## src/hdl/gwm_pkg.sv

```systemverilog
// Shared types and constants for the glob wildcard matcher.
// No dependencies; imported by gwm_cell, glob_wildcard_matcher and the testbench.
package gwm_pkg;

  localparam int unsigned BYTE_W    = 8;
  localparam int unsigned LEN_W     = 5;
  localparam int unsigned CFG_IDX_W = 2;
  localparam int unsigned CFG_W     = 64;
  localparam int unsigned WORD_BYTES = CFG_W / BYTE_W;

  localparam logic [BYTE_W-1:0] STAR_BYTE  = 8'h2A;
  localparam logic [BYTE_W-1:0] QMARK_BYTE = 8'h3F;

  // configuration register indexes
  localparam logic [CFG_IDX_W-1:0] CFG_PATTERN_LENGTH = 2'd0;
  localparam logic [CFG_IDX_W-1:0] CFG_PATTERN_LOW    = 2'd1;
  localparam logic [CFG_IDX_W-1:0] CFG_PATTERN_HIGH   = 2'd2;

  // one bit per chain: the running item step and the restart (start set) closure
  typedef struct packed {
    logic step;
    logic start;
  } gwm_chain_t;

endpackage

```

## src/hdl/gwm_cell.sv

```systemverilog
// One pattern-position cell: holds the live bit of its position and passes
// star-closure carries to the next cell. Depends on gwm_pkg.
module gwm_cell
  import gwm_pkg::*;
(
  input  logic              clk,
  input  logic [BYTE_W-1:0] pat_byte,
  input  logic              en,
  input  logic [BYTE_W-1:0] char_code,
  input  logic              fresh,
  input  logic              advance,
  input  gwm_chain_t        carry_in,
  output gwm_chain_t        carry_out,
  output gwm_chain_t        closed
);

  logic live_r;
  logic live_nxt;
  logic is_star;
  logic is_hit;
  logic live_eff;
  logic stay;
  logic adv;

  assign is_star = (pat_byte == STAR_BYTE);
  assign is_hit  = (pat_byte == QMARK_BYTE) || (pat_byte == char_code);

  // start set: only the closure of the position before us
  assign closed.start    = carry_in.start;
  assign carry_out.start = closed.start & en & is_star;

  // a fresh string sees the start set instead of the stored bit
  assign live_eff = fresh ? closed.start : live_r;
  assign stay     = live_eff & en & is_star;
  assign adv      = live_eff & en & is_hit;

  assign closed.step    = stay | carry_in.step;
  assign carry_out.step = adv | (closed.step & en & is_star);

  assign live_nxt = advance ? closed.step : live_r;

  always_ff @(posedge clk) begin
    live_r <= live_nxt;
  end

endmodule

```

## src/hdl/glob_wildcard_matcher.sv

```systemverilog
// Glob matcher: one string byte (or empty-string marker) per transaction, one
// match flag per finished string. Takes one item every clock cycle while the
// input is not stalled; star closure ripples combinationally along the cells.
// A result is registered at the output, and input is held only while that
// register is full and stalled. Depends on gwm_pkg and gwm_cell.
module glob_wildcard_matcher
  import gwm_pkg::*;
#(
  parameter int unsigned MAX_PATTERN = 16
) (
  input  logic                 clk,
  input  logic                 rst_n,
  input  logic                 cfg_we,
  input  logic [CFG_IDX_W-1:0] cfg_index,
  input  logic [CFG_W-1:0]     cfg_wdata,
  input  logic                 in_valid,
  output logic                 in_stall,
  input  logic [BYTE_W-1:0]    in_char_code,
  input  logic                 in_string_end,
  input  logic                 in_string_empty,
  output logic                 out_valid,
  input  logic                 out_stall,
  output logic                 out_matched
);

  localparam int unsigned NCELL = MAX_PATTERN + 1;
  localparam int unsigned IDX_W = $clog2(NCELL);

  logic [LEN_W-1:0] len_r;
  logic [LEN_W-1:0] len_nxt;
  logic [CFG_W-1:0] pat_low_r;
  logic [CFG_W-1:0] pat_low_nxt;
  logic [CFG_W-1:0] pat_high_r;
  logic [CFG_W-1:0] pat_high_nxt;
  logic             fresh_r;
  logic             fresh_nxt;
  logic             out_valid_r;
  logic             out_valid_nxt;
  logic             out_matched_r;
  logic             out_matched_nxt;

  logic             cfg_hit;
  logic             load;
  logic             in_acc;
  logic             produce;
  logic             advance;
  logic             match_bit;

  gwm_chain_t       carry [NCELL+1];
  gwm_chain_t       closed [NCELL];

  // ---------------- configuration ----------------
  always_comb begin
    len_nxt      = len_r;
    pat_low_nxt  = pat_low_r;
    pat_high_nxt = pat_high_r;
    cfg_hit      = 1'b0;
    if (cfg_we) begin
      unique case (cfg_index)
        CFG_PATTERN_LENGTH: begin
          cfg_hit = 1'b1;
          // clamp to the supported pattern size
          if (cfg_wdata[LEN_W-1:0] > LEN_W'(MAX_PATTERN)) begin
            len_nxt = LEN_W'(MAX_PATTERN);
          end else begin
            len_nxt = cfg_wdata[LEN_W-1:0];
          end
        end
        CFG_PATTERN_LOW: begin
          cfg_hit     = 1'b1;
          pat_low_nxt = cfg_wdata;
        end
        CFG_PATTERN_HIGH: begin
          cfg_hit      = 1'b1;
          pat_high_nxt = cfg_wdata;
        end
        default: begin
          cfg_hit = 1'b0;
        end
      endcase
    end
  end

  // ---------------- handshake ----------------
  assign load     = !out_valid_r || !out_stall;
  assign in_stall = !load;
  assign in_acc   = in_valid && load;
  assign produce  = in_string_end || in_string_empty;
  assign advance  = in_acc && !produce;

  // ---------------- cell row ----------------
  assign carry[0].step  = 1'b0;
  assign carry[0].start = 1'b1;

  for (genvar i = 0; i < NCELL; i++) begin : g_cell
    logic [BYTE_W-1:0] pat_byte;
    logic              en;

    if (i < WORD_BYTES) begin : g_low
      assign pat_byte = pat_low_r[i*BYTE_W +: BYTE_W];
    end else if (i < MAX_PATTERN) begin : g_high
      assign pat_byte = pat_high_r[(i-WORD_BYTES)*BYTE_W +: BYTE_W];
    end else begin : g_end
      assign pat_byte = '0;
    end

    assign en = (len_r > LEN_W'(i));

    gwm_cell u_cell (
      .clk       (clk),
      .pat_byte  (pat_byte),
      .en        (en),
      .char_code (in_char_code),
      .fresh     (fresh_r),
      .advance   (advance),
      .carry_in  (carry[i]),
      .carry_out (carry[i+1]),
      .closed    (closed[i])
    );
  end

  assign match_bit = in_string_empty ? closed[len_r[IDX_W-1:0]].start
                                     : closed[len_r[IDX_W-1:0]].step;

  // ---------------- state update ----------------
  always_comb begin
    fresh_nxt = fresh_r;
    if (cfg_hit) begin
      fresh_nxt = 1'b1;
    end else if (in_acc) begin
      // restart after every finished string
      fresh_nxt = produce;
    end
  end

  always_comb begin
    out_valid_nxt   = out_valid_r;
    out_matched_nxt = out_matched_r;
    if (load) begin
      out_valid_nxt   = in_acc && produce;
      out_matched_nxt = match_bit;
    end
  end

  always_ff @(posedge clk) begin
    if (!rst_n) begin
      len_r       <= '0;
      pat_low_r   <= '0;
      pat_high_r  <= '0;
      fresh_r     <= 1'b1;
      out_valid_r <= 1'b0;
    end else begin
      len_r       <= len_nxt;
      pat_low_r   <= pat_low_nxt;
      pat_high_r  <= pat_high_nxt;
      fresh_r     <= fresh_nxt;
      out_valid_r <= out_valid_nxt;
    end
  end

  always_ff @(posedge clk) begin
    out_matched_r <= out_matched_nxt;
  end

  assign out_valid   = out_valid_r;
  assign out_matched = out_matched_r;

  // ---------------- assertions ----------------
  a_end_gives_result: assert property (@(posedge clk) disable iff (!rst_n)
    (in_valid && !in_stall && (in_string_end || in_string_empty)) |=> out_valid_r)
    else $error("finished string produced no result");

  a_mid_no_result: assert property (@(posedge clk) disable iff (!rst_n)
    (in_valid && !in_stall && !in_string_end && !in_string_empty && !out_valid_r)
      |=> !out_valid_r)
    else $error("result invented for a mid-string byte");

  a_cfg_restarts: assert property (@(posedge clk) disable iff (!rst_n)
    (cfg_we && (cfg_index == CFG_PATTERN_LENGTH || cfg_index == CFG_PATTERN_LOW ||
                cfg_index == CFG_PATTERN_HIGH)) |=> fresh_r)
    else $error("register write did not restart the live set");

  a_empty_matches_empty: assert property (@(posedge clk) disable iff (!rst_n)
    (in_valid && !in_stall && in_string_empty && (len_r == '0)) |=> out_matched_r)
    else $error("empty pattern failed to match an empty string");

endmodule

```

## config.mk

```make
export PLATFORM = sky130hd
export DESIGN_NAME = glob_wildcard_matcher
export DESIGN_NICKNAME = d
export VERILOG_FILES = /design/src/hdl/gwm_pkg.sv /design/src/hdl/gwm_cell.sv /design/src/hdl/glob_wildcard_matcher.sv
export SDC_FILE = /design/constraint.sdc
export NUM_CORES = 1
export LEC_CHECK = 0
export ABC_AREA = 1
export BUFFER_PORTS_ARGS = -buffer_cell sky130_fd_sc_hd__buf_2
export CAP_MARGIN = 20
export CORE_MARGIN = 4
export CORE_UTILIZATION = 25
export DETAILED_ROUTE_END_ITERATION = 8
export GPL_ROUTABILITY_DRIVEN = 0
export PLACE_DENSITY = 0.41
export SYNTH_ARGS = -nofsm -noshare
export SYNTH_HDL_FRONTEND = slang
export SYNTH_SLANG_ARGS = --single-unit
```

## constraint.sdc

```tcl
create_clock -name clk -period 5.1 [get_ports clk]
set_input_delay 1.02 -clock clk [delete_from_list [all_inputs] [get_ports clk]]
set_output_delay 1.02 -clock clk [all_outputs]
set_load 0.005 [all_outputs]
```

# After elaboration in Yosys (flattened, before gate mapping)
# Index checks and enable logic that the tools add are counted.
# classes
muxes	23
order_cmp	18
n_reduce_logical	31
bitwise	144
eq_ne	50
# ops
cell	n
equality test 8 x 6 -> 1 bit (second input constant)	32
equality test 8 bit	16
bitwise AND 1 bit	111
greater-than comparator 5 x 4 -> 1 bit (second input constant)	8
OR 1 bit	31
greater-than comparator 5 x 3 -> 1 bit (second input constant)	4
two-way mux 1 bit	19
logical OR 1 bit	18
binary-select mux 2 bit (select 5 bit)	1
greater-than comparator 5 x 1 -> 1 bit (second input constant)	2
greater-than comparator 5 x 2 -> 1 bit (second input constant)	2
greater-or-equal comparator 6 bit (second input constant)	1
NOT 5 -> 6 bit	1
AND reduction 2 bit	3
greater-than comparator 5 bit (second input constant)	1
two-way mux 5 bit	1
logical NOT 1 bit	4
two-way mux 2 bit	2
logical AND 1 bit	3
OR reduction 3 bit	1
equality test 2 x 1 -> 1 bit (second input constant)	1
equality test 2 bit (second input constant)	1
logical NOT 2 bit	1
OR reduction 2 bit	1
NOT 1 bit	1
# word_totals
inputBits	81
elab_cells	288
reg_bits	152
out_inout_bits	3

# Longest topological paths before layout
# Gate-level depths: netlist (run 1).
# depth
depth_word	70
ltp_mapped	44
ltp_nobuf	43

# Modules after synthesis
# From an unflattened synthesis (run 1), not the netlist that was laid out.
# hier_totals
hier_cells	1657
hier_area_um2	10287.4
# modules_own_cells
mod	area_per_inst_um2	seq_area_each_um2	cells_per_inst	n_inst
glob_wildcard_matcher	5395.2	2732.6	722	1
gwm_cell	287.8	30.0	55	17

# Least setup slack after synthesis (run 1)
# Ideal clock, no wire load.
# synth_timing
path_type	input to register
start	input in_char_code[0]
end	register out_matched_r (netlist: out_matched), data pin
arrival_ps	3696
required_ps	4960
setup_slack_ps	1263
setup_ps	140
n_path_buf	2
path_stages	33
cell_sequence	buf_2 -> buf_1 -> xnor2_1 -> nand3_1 -> o41ai_1 -> o211ai_1 -> o21ai_0 -> inv_1 -> nand2_4 -> nand2_4 -> nand2_4 -> nand2_4 -> nand2_4 -> nand2_2 -> nand2_4 -> nand2_2 -> nand2_4 -> nand2_4 -> nand2_4 -> nand2_2 -> nand2_4 -> nand2_2 -> nand2_1 -> nand2_1 -> nand2_1 -> nand2_1 -> nand2_2 -> nand2_1 -> nand2_1 -> nand2_1 -> nand2_1 -> nand2_1 -> a21oi_2
# synth_lines
item	line	source
start: declaration	glob_wildcard_matcher.sv:18	input logic [BYTE_W-1:0] in_char_code,
end signal: assignment	glob_wildcard_matcher.sv:162	out_matched_r <= out_matched_nxt;
end: declaration	glob_wildcard_matcher.sv:39	logic out_matched_r;

# Worst setup path after layout (run 1)
# layout_timing
start	register len_r[3]
end	register out_matched_r (netlist: out_matched), data pin
# layout_between
elab_chain_len	70
word_cells_on_any_way	178
cone_classes	16 x order compare; 19 x mux; 143 x bitwise
# layout_rtl
item	line	source
start: declaration	glob_wildcard_matcher.sv:29	logic [LEN_W-1:0] len_r;
start signal: assignment	glob_wildcard_matcher.sv:153	len_r <= len_nxt;
greater-than comparator 5 x 1 -> 1 bit	glob_wildcard_matcher.sv:107	assign en = (len_r > LEN_W'(i));
bitwise AND 1 bit	gwm_cell.sv:34, gwm_cell.sv:35	
bitwise AND 1 bit	gwm_cell.sv:34	assign stay = live_eff & en & is_star;
bitwise AND 1 bit (2 in a row)	gwm_cell.sv:38	assign carry_out.step = adv | (closed.step & en & is_star);
OR 1 bit	gwm_cell.sv:38	
OR 1 bit	gwm_cell.sv:37	assign closed.step = stay | carry_in.step;
bitwise AND 1 bit (2 in a row)	gwm_cell.sv:38	
OR 1 bit	gwm_cell.sv:38	
[51 not listed]	n/a	
OR 1 bit	gwm_cell.sv:38	
OR 1 bit	gwm_cell.sv:37	
bitwise AND 1 bit (2 in a row)	gwm_cell.sv:38	
OR 1 bit	gwm_cell.sv:38	
binary-select mux 2 bit (select 5 bit) *	glob_wildcard_matcher.sv:122, glob_wildcard_matcher.sv:123	
two-way mux 2 bit (implied by the code) * (2 in a row)	glob_wildcard_matcher.sv:123	: closed[len_r[IDX_W-1:0]].step;
two-way mux 1 bit *	glob_wildcard_matcher.sv:122	assign match_bit = in_string_empty ? closed[len_r[IDX_W-1:0]].start
net match_bit	glob_wildcard_matcher.sv:47	logic match_bit;
# Mark *: on every way through the listed nets, which the timed path passes. The rest lies on a longest branch. The select of a mux whose other input is x is not followed.
# A chain may end at the register's enable or synchronous reset.

==> impl_metrics.tcl, run 1 <==
set metrics [dict create \
    clkSinkCount 152 \
    finalHoldViolCount 0 \
    hold_slack_ns 0.5004 \
    crit_path_end_kind "register" \
    cts_tree "yes" \
    synth-seq-area-share_pct 36.01 \
    crit_type "register to register" \
    outcome "finished clean" \
    drt_first_pass_iters 5 \
    relSlewSlack_pct 31.08 \
    ioPinCount 84 \
    hp-class "register to register" \
    tns_ns 0 \
    htreeDepth 4 \
    utilization_pct 29.82 \
    track_usage_pct 17.20 \
    synth_edf_count 17 \
    root_buffer "clkbuf_16" \
    vdd_drop_max_uv 216.2 \
    drc 0 \
    hold_depth 2 \
    via_per_inst 4.824 \
    slew_violations 0 \
    fin_crit_ns 4.099 \
    postSynthCellCount 1323 \
    wire_per_inst_um 18.01 \
    cts_hold_buf 0 \
    critPathBufInv 4 \
    synthArstFlopShare_pct 0 \
    antenna_found_initial 0 \
    nFillCells 3887 \
    routed_wl_um 33240 \
    p_leak_nw 4.225 \
    fmax_ghz 0.2439 \
    drt-initial-drc-count 537 \
    synth.distinct_cells 53 \
    path_clk_slew_ns 0.06 \
    r2r_cells 26 \
    grt_pass1_vias 8739 \
    crit_required_ns 5.40 \
    globalRouteOverflowTotal 0 \
    worstMarginPinSlew_ns 1.024 \
    n_antenna_cell 0 \
    finalClockSkew_ns 0.01287 \
    port_buffers 83 \
    post-route-period-util_pct 80.38 \
    placed_area_um2 9798 \
    cts_resized 0 \
    slowest_delay_ns 0.55 \
    crit_path_max_fanout 8 \
    die_area_um2 38780 \
    syn-mean-instance-area_um2 6.744 \
    drtAntennaViolNets 0 \
    stdcell_area_um2 10400 \
    crit_path_frequent_cell "nand2_1" \
    clkLatencyLatePin_ns 0.45 \
    cts_buffers 17 \
    initial_utilization_pct 25.58 \
    core-area_um2 34880 \
    rsz0062_at_grt "no" \
    grt_pass1_wl_um 51610 \
    cts_setup_buffers 0 \
    yosys_warnings 0 \
    die_w_um 196.9 \
    hpwl_um 24270 \
    path_delay_family "simple AND/OR/NAND/NOR gates" \
    cp.depth 26 \
    num-nets-final 1459 \
    slowest_stage "dfxtp_1" \
    cts_buffer_depth 2 \
    grt_max_degree 88 \
    synth_ff_type "dfxtp_1" \
    setup_viol 0 \
    total_power_mw 3.058 \
    rows 68 \
    die-height_um 196.9 \
    syn_nets 1404 \
    dr_total_vias 8906 \
    synthToLayoutAreaGrowth_pct 16.58 \
    cp.arrival_ns 4.40 \
    drive_above_1_share_pct 16.32 \
    start_kind "register" \
    ys_ff_latch 152 \
    rrSetupSlack_ns 1.00 \
    syn_area_um2 8922 \
    p_per_area_nw_per_um2 294.0 \
    maxCapViolCount 0 \
]
## report_power, final
group / total [mW] / internal [mW] / switching, mW / leakage (nW)
Sequential: 1.33 / 1.27 / 0.0658 / 1.27
Combinational: 0.394 / 0.147 / 0.247 / 2.66
Clock: 1.33 / 0.767 / 0.565 / 0.296
## per-stage QoR
stage | cells | setup slack, ns
6_report | 1846 | 1.001
5_1_grt | 1846 | 0.5966
4_1_cts | 1846 | 1.053
3_5_place_dp | 1814 | 0.5918
3_3_place_gp | 1814 | 0.6890
2_1_floorplan | 1323 | 1.263
## flip-flops by register name, indices dropped and copies added, names as in the netlist
register,count
fresh_r,1
g_cell.u_cell.live_r,16
len_r,5
out_matched,1
out_valid,1
pat_high_r,64
pat_low_r,64
## area by class of cell
class	count	area (µm²)	area share [%]
clock buffer	19	464.2	4.463
clock inverter	13	138.9	1.335
sequential	152	3213	30.89
timing repair buffer	104	575.6	5.534
multi-input combinational	991	5019	48.25
inverter	112	421.7	4.054
tap	455	569.3	5.473
## path summary, 6_finish.rpt
check / start / to
worst max-delay path: len_r[3]$_SDFFE_PN0P_ / out_matched$_DFFE_PN_
worst min register to register: pat_low_r[19]$_SDFFE_PN0P_ / pat_low_r[19]$_SDFFE_PN0P_
worst max register to register: len_r[3]$_SDFFE_PN0P_ / out_matched$_DFFE_PN_
worst min-delay path: pat_low_r[19]$_SDFFE_PN0P_ / pat_low_r[19]$_SDFFE_PN0P_
## worst reg2reg max path, delay by kind of cell, from the launching register on
kind / cells / cell delay, ns
and+or+nand+nor: 20 / 2.76
DFF: 1 / 0.55
buffers and inverters: 4 / 0.34
AOI/OAI and AO/OA: 2 / 0.31
## cell usage after synthesis (3+ instances only)
| master | instances | area [µm²] |
|---|---|---|
| a22oi_1 | 4 | 30.03 |
| buf_2 | 13 | 65.06 |
| dfxtp_1 | 135 | 2703 |
| nand2_2 | 13 | 81.33 |
| xor2_1 | 6 | 52.55 |
| clkbuf_1 | 47 | 176.4 |
| inv_2 | 10 | 37.54 |
| xnor2_1 | 53 | 464.2 |
| o21ai_0 | 156 | 780.8 |
| nand3_1 | 46 | 230.2 |
| nand2_1 | 227 | 852.1 |
| nand2_4 | 13 | 146.4 |
| buf_1 | 4 | 15.01 |
| or2_2 | 36 | 225.2 |
| nor2_2 | 4 | 25.02 |
| o21ai_1 | 3 | 15.01 |
| nor2_1 | 245 | 919.6 |
| edfxtp_1 | 17 | 510.5 |
| nand4_1 | 48 | 300.3 |
| o211ai_1 | 7 | 52.55 |
| nor3_1 | 16 | 80.08 |
| nor2_4 | 3 | 33.78 |
| o22ai_1 | 4 | 25.02 |
| buf_4 | 3 | 22.52 |
| a21oi_1 | 58 | 290.3 |
| nor4_1 | 16 | 100.1 |
| inv_1 | 99 | 371.6 |
| o41ai_1 | 4 | 35.03 |
## layout by cell type (no fill, tap or decap), types with 3 or more instances in the layout
cell type and instances:
a21oi_1 58, a22oi_1 4, buf_2 82, buf_4 22, clkbuf_16 18, clkinv_2 3, dfxtp_1 135, edfxtp_1 17
inv_1 99, inv_2 11, inv_4 3, inv_6 3, nand2_1 226, nand2_2 14, nand2_4 13, nand3_1 46
nand4_1 48, nor2_1 244, nor2_2 4, nor2_4 4, nor3_1 15, nor3_4 3, nor4_1 16, o211ai_1 7
o21ai_0 156, o21ai_1 3, o22ai_1 4, o41ai_1 4, or2_2 36, xnor2_1 53, xor2_1 6
## cells by family after synthesis
logic type	share of synthesized area, %
XOR/XNOR	5.792
AO/OA/AOI/OAI	15.57
AND/OR/NAND/NOR	34.65
buffers and inverters	7.979
flip-flops	36.01
## per-layer routing
layer	global-route usage, %	up-vias	wire length (µm)
met3	3.419	21	1463
met4	3.544	0	371
met2	27.96	201	15380
met5	0	-	0
met1	23.84	4217	16030
li1	-	4467	-
(Power assumes the default switching activity.)
==> inputs of run 2 (changes only) <==
==> constraint.sdc (replaced) <==
create_clock -name clk -period 4 [get_ports clk]
set_input_delay 0.8 -clock clk [delete_from_list [all_inputs] [get_ports clk]]
set_output_delay 0.8 -clock clk [all_outputs]
set_load 0.005 [all_outputs]
==> run 2 against run 1 <==
Critical path depth increased by 6; via count increased by 2.4%; global-route usage increased by 0.52 points; wire length increased by 3.3%; setup slack got worse by 0.62 ns; clock-buffer cell count decreased by 2; total power increased by 30%; sequential share of layout area decreased by 1.8 points; clock skew decreased by 0.0020 ns; cell count increased by 3.8%.
==> impl_metrics.tcl, run 2 (synthesis gave the netlist of run 1 again) <==
set metrics [dict create \
    outcome "finished clean" \
    drtAntennaViolNets 0 \
    slowest_delay_ns 0.37 \
    hpwl_um 25960 \
    p_leak_nw 4.620 \
    fmax_ghz 0.2760 \
    crit_path_end_kind "register" \
    hold_depth 2 \
    cts_resized 0 \
    path_clk_slew_ns 0.07 \
    setup_viol 0 \
    grt_pass1_vias 8819 \
    globalRouteOverflowTotal 0 \
    synthToLayoutAreaGrowth_pct 23.95 \
    slew_violations 0 \
    initial_utilization_pct 25.58 \
    layout_common_cells "243 x nor2_1, 226 x nand2_1, 155 x o21ai_0" \
    die-height_um 196.9 \
    stdcell_area_um2 11060 \
    wire_per_inst_um 17.91 \
    cts_setup_buffers 0 \
    placed_area_um2 10420 \
    p_per_area_nw_per_um2 358.2 \
    routed_wl_um 34330 \
    grt_max_degree 87 \
    cts_hold_buf 0 \
    finalWorstSetupSlack_ns 0.3768 \
    nFillCells 3836 \
    htreeDepth 4 \
    vdd_drop_max_uv 284.5 \
    die_area_um2 38780 \
    finalHoldViolCount 0 \
    worstMarginPinSlew_ns 0.9811 \
    grt_pass1_wl_um 53050 \
    root_buffer "clkbuf_16" \
    fin_crit_ns 3.623 \
    crit_type "register to register" \
    post-route-period-util_pct 90.58 \
    worstHoldEndpoint "pat_low_r[27]$_SDFFE_PN0P_" \
    die_w_um 196.9 \
    hp-class "register to register" \
    rows 68 \
    drt_first_pass_iters 5 \
    track_usage_pct 17.73 \
    start_kind "register" \
    relSlewSlack_pct 34.60 \
    cp.arrival_ns 3.92 \
    final_common_cell "nor2_1" \
    ioPinCount 84 \
    drt-initial-drc-count 705 \
    crit_path_max_fanout 3 \
    r2r_cells 32 \
    clkLatencyLatePin_ns 0.44 \
    drive_above_1_share_pct 21.07 \
    cts_buffers 17 \
    rr_startpoint "pat_low_r[11]$_SDFFE_PN0P_" \
    dr_total_vias 9116 \
    cts_buffer_depth 2 \
    num-nets-final 1530 \
    via_per_inst 4.755 \
    rrSetupSlack_ns 0.38 \
    cts_tree "yes" \
    maxCapViolCount 0 \
    core-area_um2 34880 \
    total_power_mw 3.961 \
    place_ws_ns 0.03616 \
    crit_path_frequent_cell "nand2_1" \
    reg.largest.list "pat_high_r x64, pat_low_r x64, g_cell.u_cell.live_r x16" \
    slowest_stage "dfxtp_1" \
    n_antenna_cell 0 \
    finalClockSkew_ns 0.01085 \
    min_from "pat_low_r[27]$_SDFFE_PN0P_" \
    port_buffers 83 \
    worst_r2r_endpoint "out_matched$_DFFE_PN_" \
    drc 0 \
    antenna_found_initial 1 \
    clkSinkCount 152 \
    crit_required_ns 4.30 \
]
## run 2: changes by cell type in the layout (fill, tap and decap cells not counted), sizes merged
cell    previous run  this run
buf              104       175
inv              116       119
clkbuf            19        17
clkinv             5         4
## run 2: how the worst max path moves through the flow
stage                     depth (start not counted)                    end                       start  slack [ns]
final                                            32  out_matched$_DFFE_PN_  pat_low_r[11]$_SDFFE_PN0P_        0.38
after global routing                             32  out_matched$_DFFE_PN_  pat_low_r[11]$_SDFFE_PN0P_       -0.01
after CTS                                        26  out_matched$_DFFE_PN_  pat_low_r[41]$_SDFFE_PN0P_        0.17
after detailed placement                         35  out_matched$_DFFE_PN_             in_char_code[1]        0.04
after global placement                           41  out_matched$_DFFE_PN_             in_char_code[7]        0.09
after floorplan                                  33  out_matched$_DFFE_PN_             in_char_code[0]        0.38
## run 2: report_power, final
| group | internal, mW | switching (mW) |
|---|---|---|
| combinational | 0.225 | 0.336 |
| sequential | 1.61 | 0.0750 |
| clock | 0.945 | 0.766 |
## run 2: critical path, delay by kind of cell, from the launching register on
kind | cells | cell delay (ns)
AND/OR/NAND/NOR | 24 | 2.18
AO/OA/AOI/OAI | 3 | 0.39
buffers and inverters | 5 | 0.54
flip-flops | 1 | 0.37
## run 2: cell type report
type                       instances  area (µm²)  area share [%]
multi-input combinational        991        5045           45.62
inverter                         112       421.7           3.813
clock buffer                      17       425.4           3.847
clock inverter                    15       178.9           1.618
sequential                       152        3216           29.08
timing repair buffer             175        1204           10.88
tap                              455       569.3           5.148
## run 2: stage by stage
| step | setup TNS, ns | cells | utilization [%] | hold WS [ns] |
|---|---|---|---|---|
| floorplan | 0 | 1323 | - | 0.4566 |
| global route | -0.01206 | 1917 | 31.70 | 0.5183 |
| global placement | 0 | 1884 | 29.79 | 0.4865 |
| finish | 0 | 1917 | 31.70 | 0.4992 |
| detailed placement | 0 | 1885 | 29.87 | 0.4880 |
| CTS | 0 | 1917 | 31.60 | 0.4978 |
## run 2: layer usage
metal | global-route usage [%] | up-vias | share of wire, %
met2 | 27.36 | 204 | 44
met4 | 5.444 | 0 | 2.1
li1 | - | 4601 | -
met1 | 25.72 | 4278 | 49
met3 | 2.393 | 33 | 4.4
met5 | 0 | - | 0
==> inputs of run 3 (changes only) <==
--- a/config.mk
+++ b/config.mk
@@ -8,6 +8,7 @@
 export ABC_AREA = 1
 export BUFFER_PORTS_ARGS = -buffer_cell sky130_fd_sc_hd__buf_2
 export CAP_MARGIN = 20
+export CORE_ASPECT_RATIO = 1.2
 export CORE_MARGIN = 4
 export CORE_UTILIZATION = 25
 export DETAILED_ROUTE_END_ITERATION = 8
==> run 3 against run 2 <==
Global-route usage down 0.24 points; clock power about the same; combinational power down 2%; first-iteration DRC count down 19%; clock skew up 0.0086 ns; wire length down 0.53%.
==> impl_metrics.tcl, run 3 (synthesis gave the netlist of run 1 again) <==
set metrics [dict create \
    rsz0062_at_grt "no" \
    relSlewSlack_pct 32.89 \
    grt_pass1_vias 8772 \
    outcome "finished clean" \
    hp-class "register to register" \
    finalWorstSetupSlack_ns 0.4483 \
    ioPinCount 84 \
    crit_path_max_fanout 3 \
    slowest_stage "dfxtp_1" \
    total_power_mw 3.920 \
    crit_required_ns 4.32 \
    rows 75 \
    worst_r2r_endpoint "out_matched$_DFFE_PN_" \
    crit_type "register to register" \
    root_buffer "clkbuf_16" \
    post-route-period-util_pct 88.79 \
    start_kind "register" \
    clkLatencyLatePin_ns 0.46 \
    slew_violations 0 \
    num-nets-final 1529 \
    routed_wl_um 34150 \
    grt_max_degree 62 \
    synthToLayoutAreaGrowth_pct 23.32 \
    cts_buffers 17 \
    tns_ns 0 \
    grt.busiest_layer "met2" \
    p_per_area_nw_per_um2 356.3 \
    die-height_um 214.9 \
    startpoint "pat_low_r[11]$_SDFFE_PN0P_" \
    place_ws_ns 0.05788 \
    vdd_drop_max_uv 217.2 \
    dr_total_vias 9106 \
    drt-initial-drc-count 573 \
    die_w_um 180.5 \
    fin_crit_ns 3.552 \
    cts_tree "yes" \
    placed_area_um2 10390 \
    slowest_delay_ns 0.38 \
    cp.arrival_ns 3.87 \
    clkSinkCount 152 \
    r2r_cells 32 \
    antenna_found_initial 1 \
    finalHoldViolCount 0 \
    hpwl_um 25880 \
    cp.depth 32 \
    port_buffers 83 \
    critPathBufInv 5 \
    drt_first_pass_iters 4 \
    crit_path_frequent_cell "nand2_1" \
    drive_above_1_share_pct 20.47 \
    core-area_um2 35100 \
    drc 0 \
    worstMarginPinSlew_ns 0.9936 \
    fmax_ghz 0.2816 \
    setup.worst_path.end "out_matched$_DFFE_PN_" \
    globalRouteOverflowTotal 0 \
    track_usage_pct 17.48 \
    grt_use_met2_pct 29.09 \
    drtAntennaViolNets 0 \
    grt_use_met3_pct 3.382 \
    rrSetupSlack_ns 0.45 \
    path_clk_slew_ns 0.07 \
    crit_path_end_kind "register" \
    final_common_cell "nor2_1" \
    via_per_inst 4.733 \
    grtUsageMet1_pct 22.94 \
    setup_viol 0 \
    htreeDepth 4 \
    wire_per_inst_um 17.75 \
    die_area_um2 38790 \
    path_delay_family "simple AND/OR/NAND/NOR gates" \
    p_leak_nw 4.595 \
    reg.largest.list "pat_high_r x64, pat_low_r x64, g_cell.u_cell.live_r x16" \
    grt_pass1_wl_um 52620 \
    initial_utilization_pct 25.42 \
    layout_common_cells "244 x nor2_1, 226 x nand2_1, 155 x o21ai_0" \
    finalClockSkew_ns 0.01949 \
    utilization_pct 31.35 \
    rr_startpoint "pat_low_r[11]$_SDFFE_PN0P_" \
    stdcell_area_um2 11000 \
    maxCapViolCount 0 \
    cts_buffer_depth 2 \
]
[run 3: changes by cell type in the layout (fill, tap and decap cells not counted), sizes merged]
cell,delta
inv,-4
clkbuf,+3
buf,-1
diode,+1
clkinvlp,+1
[run 3: final cells by class]
type	count	area [µm²]
diodes	1	2.502
clock buffers	20	456.7
clock inverters	12	138.9
fillers	3893	24090
inverters	112	421.7
multi-input cells	991	5029
flip-flops and latches	152	3213
well taps	462	578.1
repair buffers	174	1164
[run 3: worst min-delay path by stage]
stage,to,cells past startpoint,slack [ns],startpoint
final,pat_low_r[5]$_SDFFE_PN0P_,2,0.50,pat_low_r[5]$_SDFFE_PN0P_
after global routing,pat_low_r[8]$_SDFFE_PN0P_,2,0.51,pat_low_r[8]$_SDFFE_PN0P_
after CTS,pat_low_r[27]$_SDFFE_PN0P_,2,0.49,pat_low_r[27]$_SDFFE_PN0P_
after detailed placement,pat_low_r[27]$_SDFFE_PN0P_,2,0.48,pat_low_r[27]$_SDFFE_PN0P_
after global placement,pat_low_r[27]$_SDFFE_PN0P_,2,0.48,pat_low_r[27]$_SDFFE_PN0P_
after floorplan,pat_low_r[13]$_SDFFE_PN0P_,2,0.46,pat_low_r[13]$_SDFFE_PN0P_
[run 3: through the flow]
step / hold slack [ns] / instances
floorplan: 0.4566 / 1323
global placement: 0.4781 / 1891
detailed placement: 0.4837 / 1891
CTS: 0.4944 / 1923
global route: 0.5136 / 1923
finish: 0.4977 / 1924
[run 3: layer usage]
layer,up-vias,wire [µm]
met5,-,0
met4,0,797
met3,39,1558
met2,209,16070
met1,4252,15730
li1,4606,-
[run 3: where the power goes]
part	internal [mW]	leakage [nW]	total (mW)	switching, mW
Clock	0.960	0.285	1.68	0.717
Sequential	1.61	1.27	1.69	0.0782
Combinational	0.220	3.05	0.551	0.331
Total	2.79	4.60	3.92	1.13
[run 3: repair_timing]
item / in CTS / in global routing
resized for setup: 0 / 4
setup endpoints to repair: 0 / 1
hold buffers: 0 / 0
buffers inserted: 0 / 0
[run 3: worst register-to-register path, delay by kind of cell, from the launching register on]
kind / cells / cell delay, ns
AO/OA/AOI/OAI: 3 / 0.50
buffers and inverters: 5 / 0.53
AND/OR/NAND/NOR: 24 / 2.01
flip-flops: 1 / 0.38
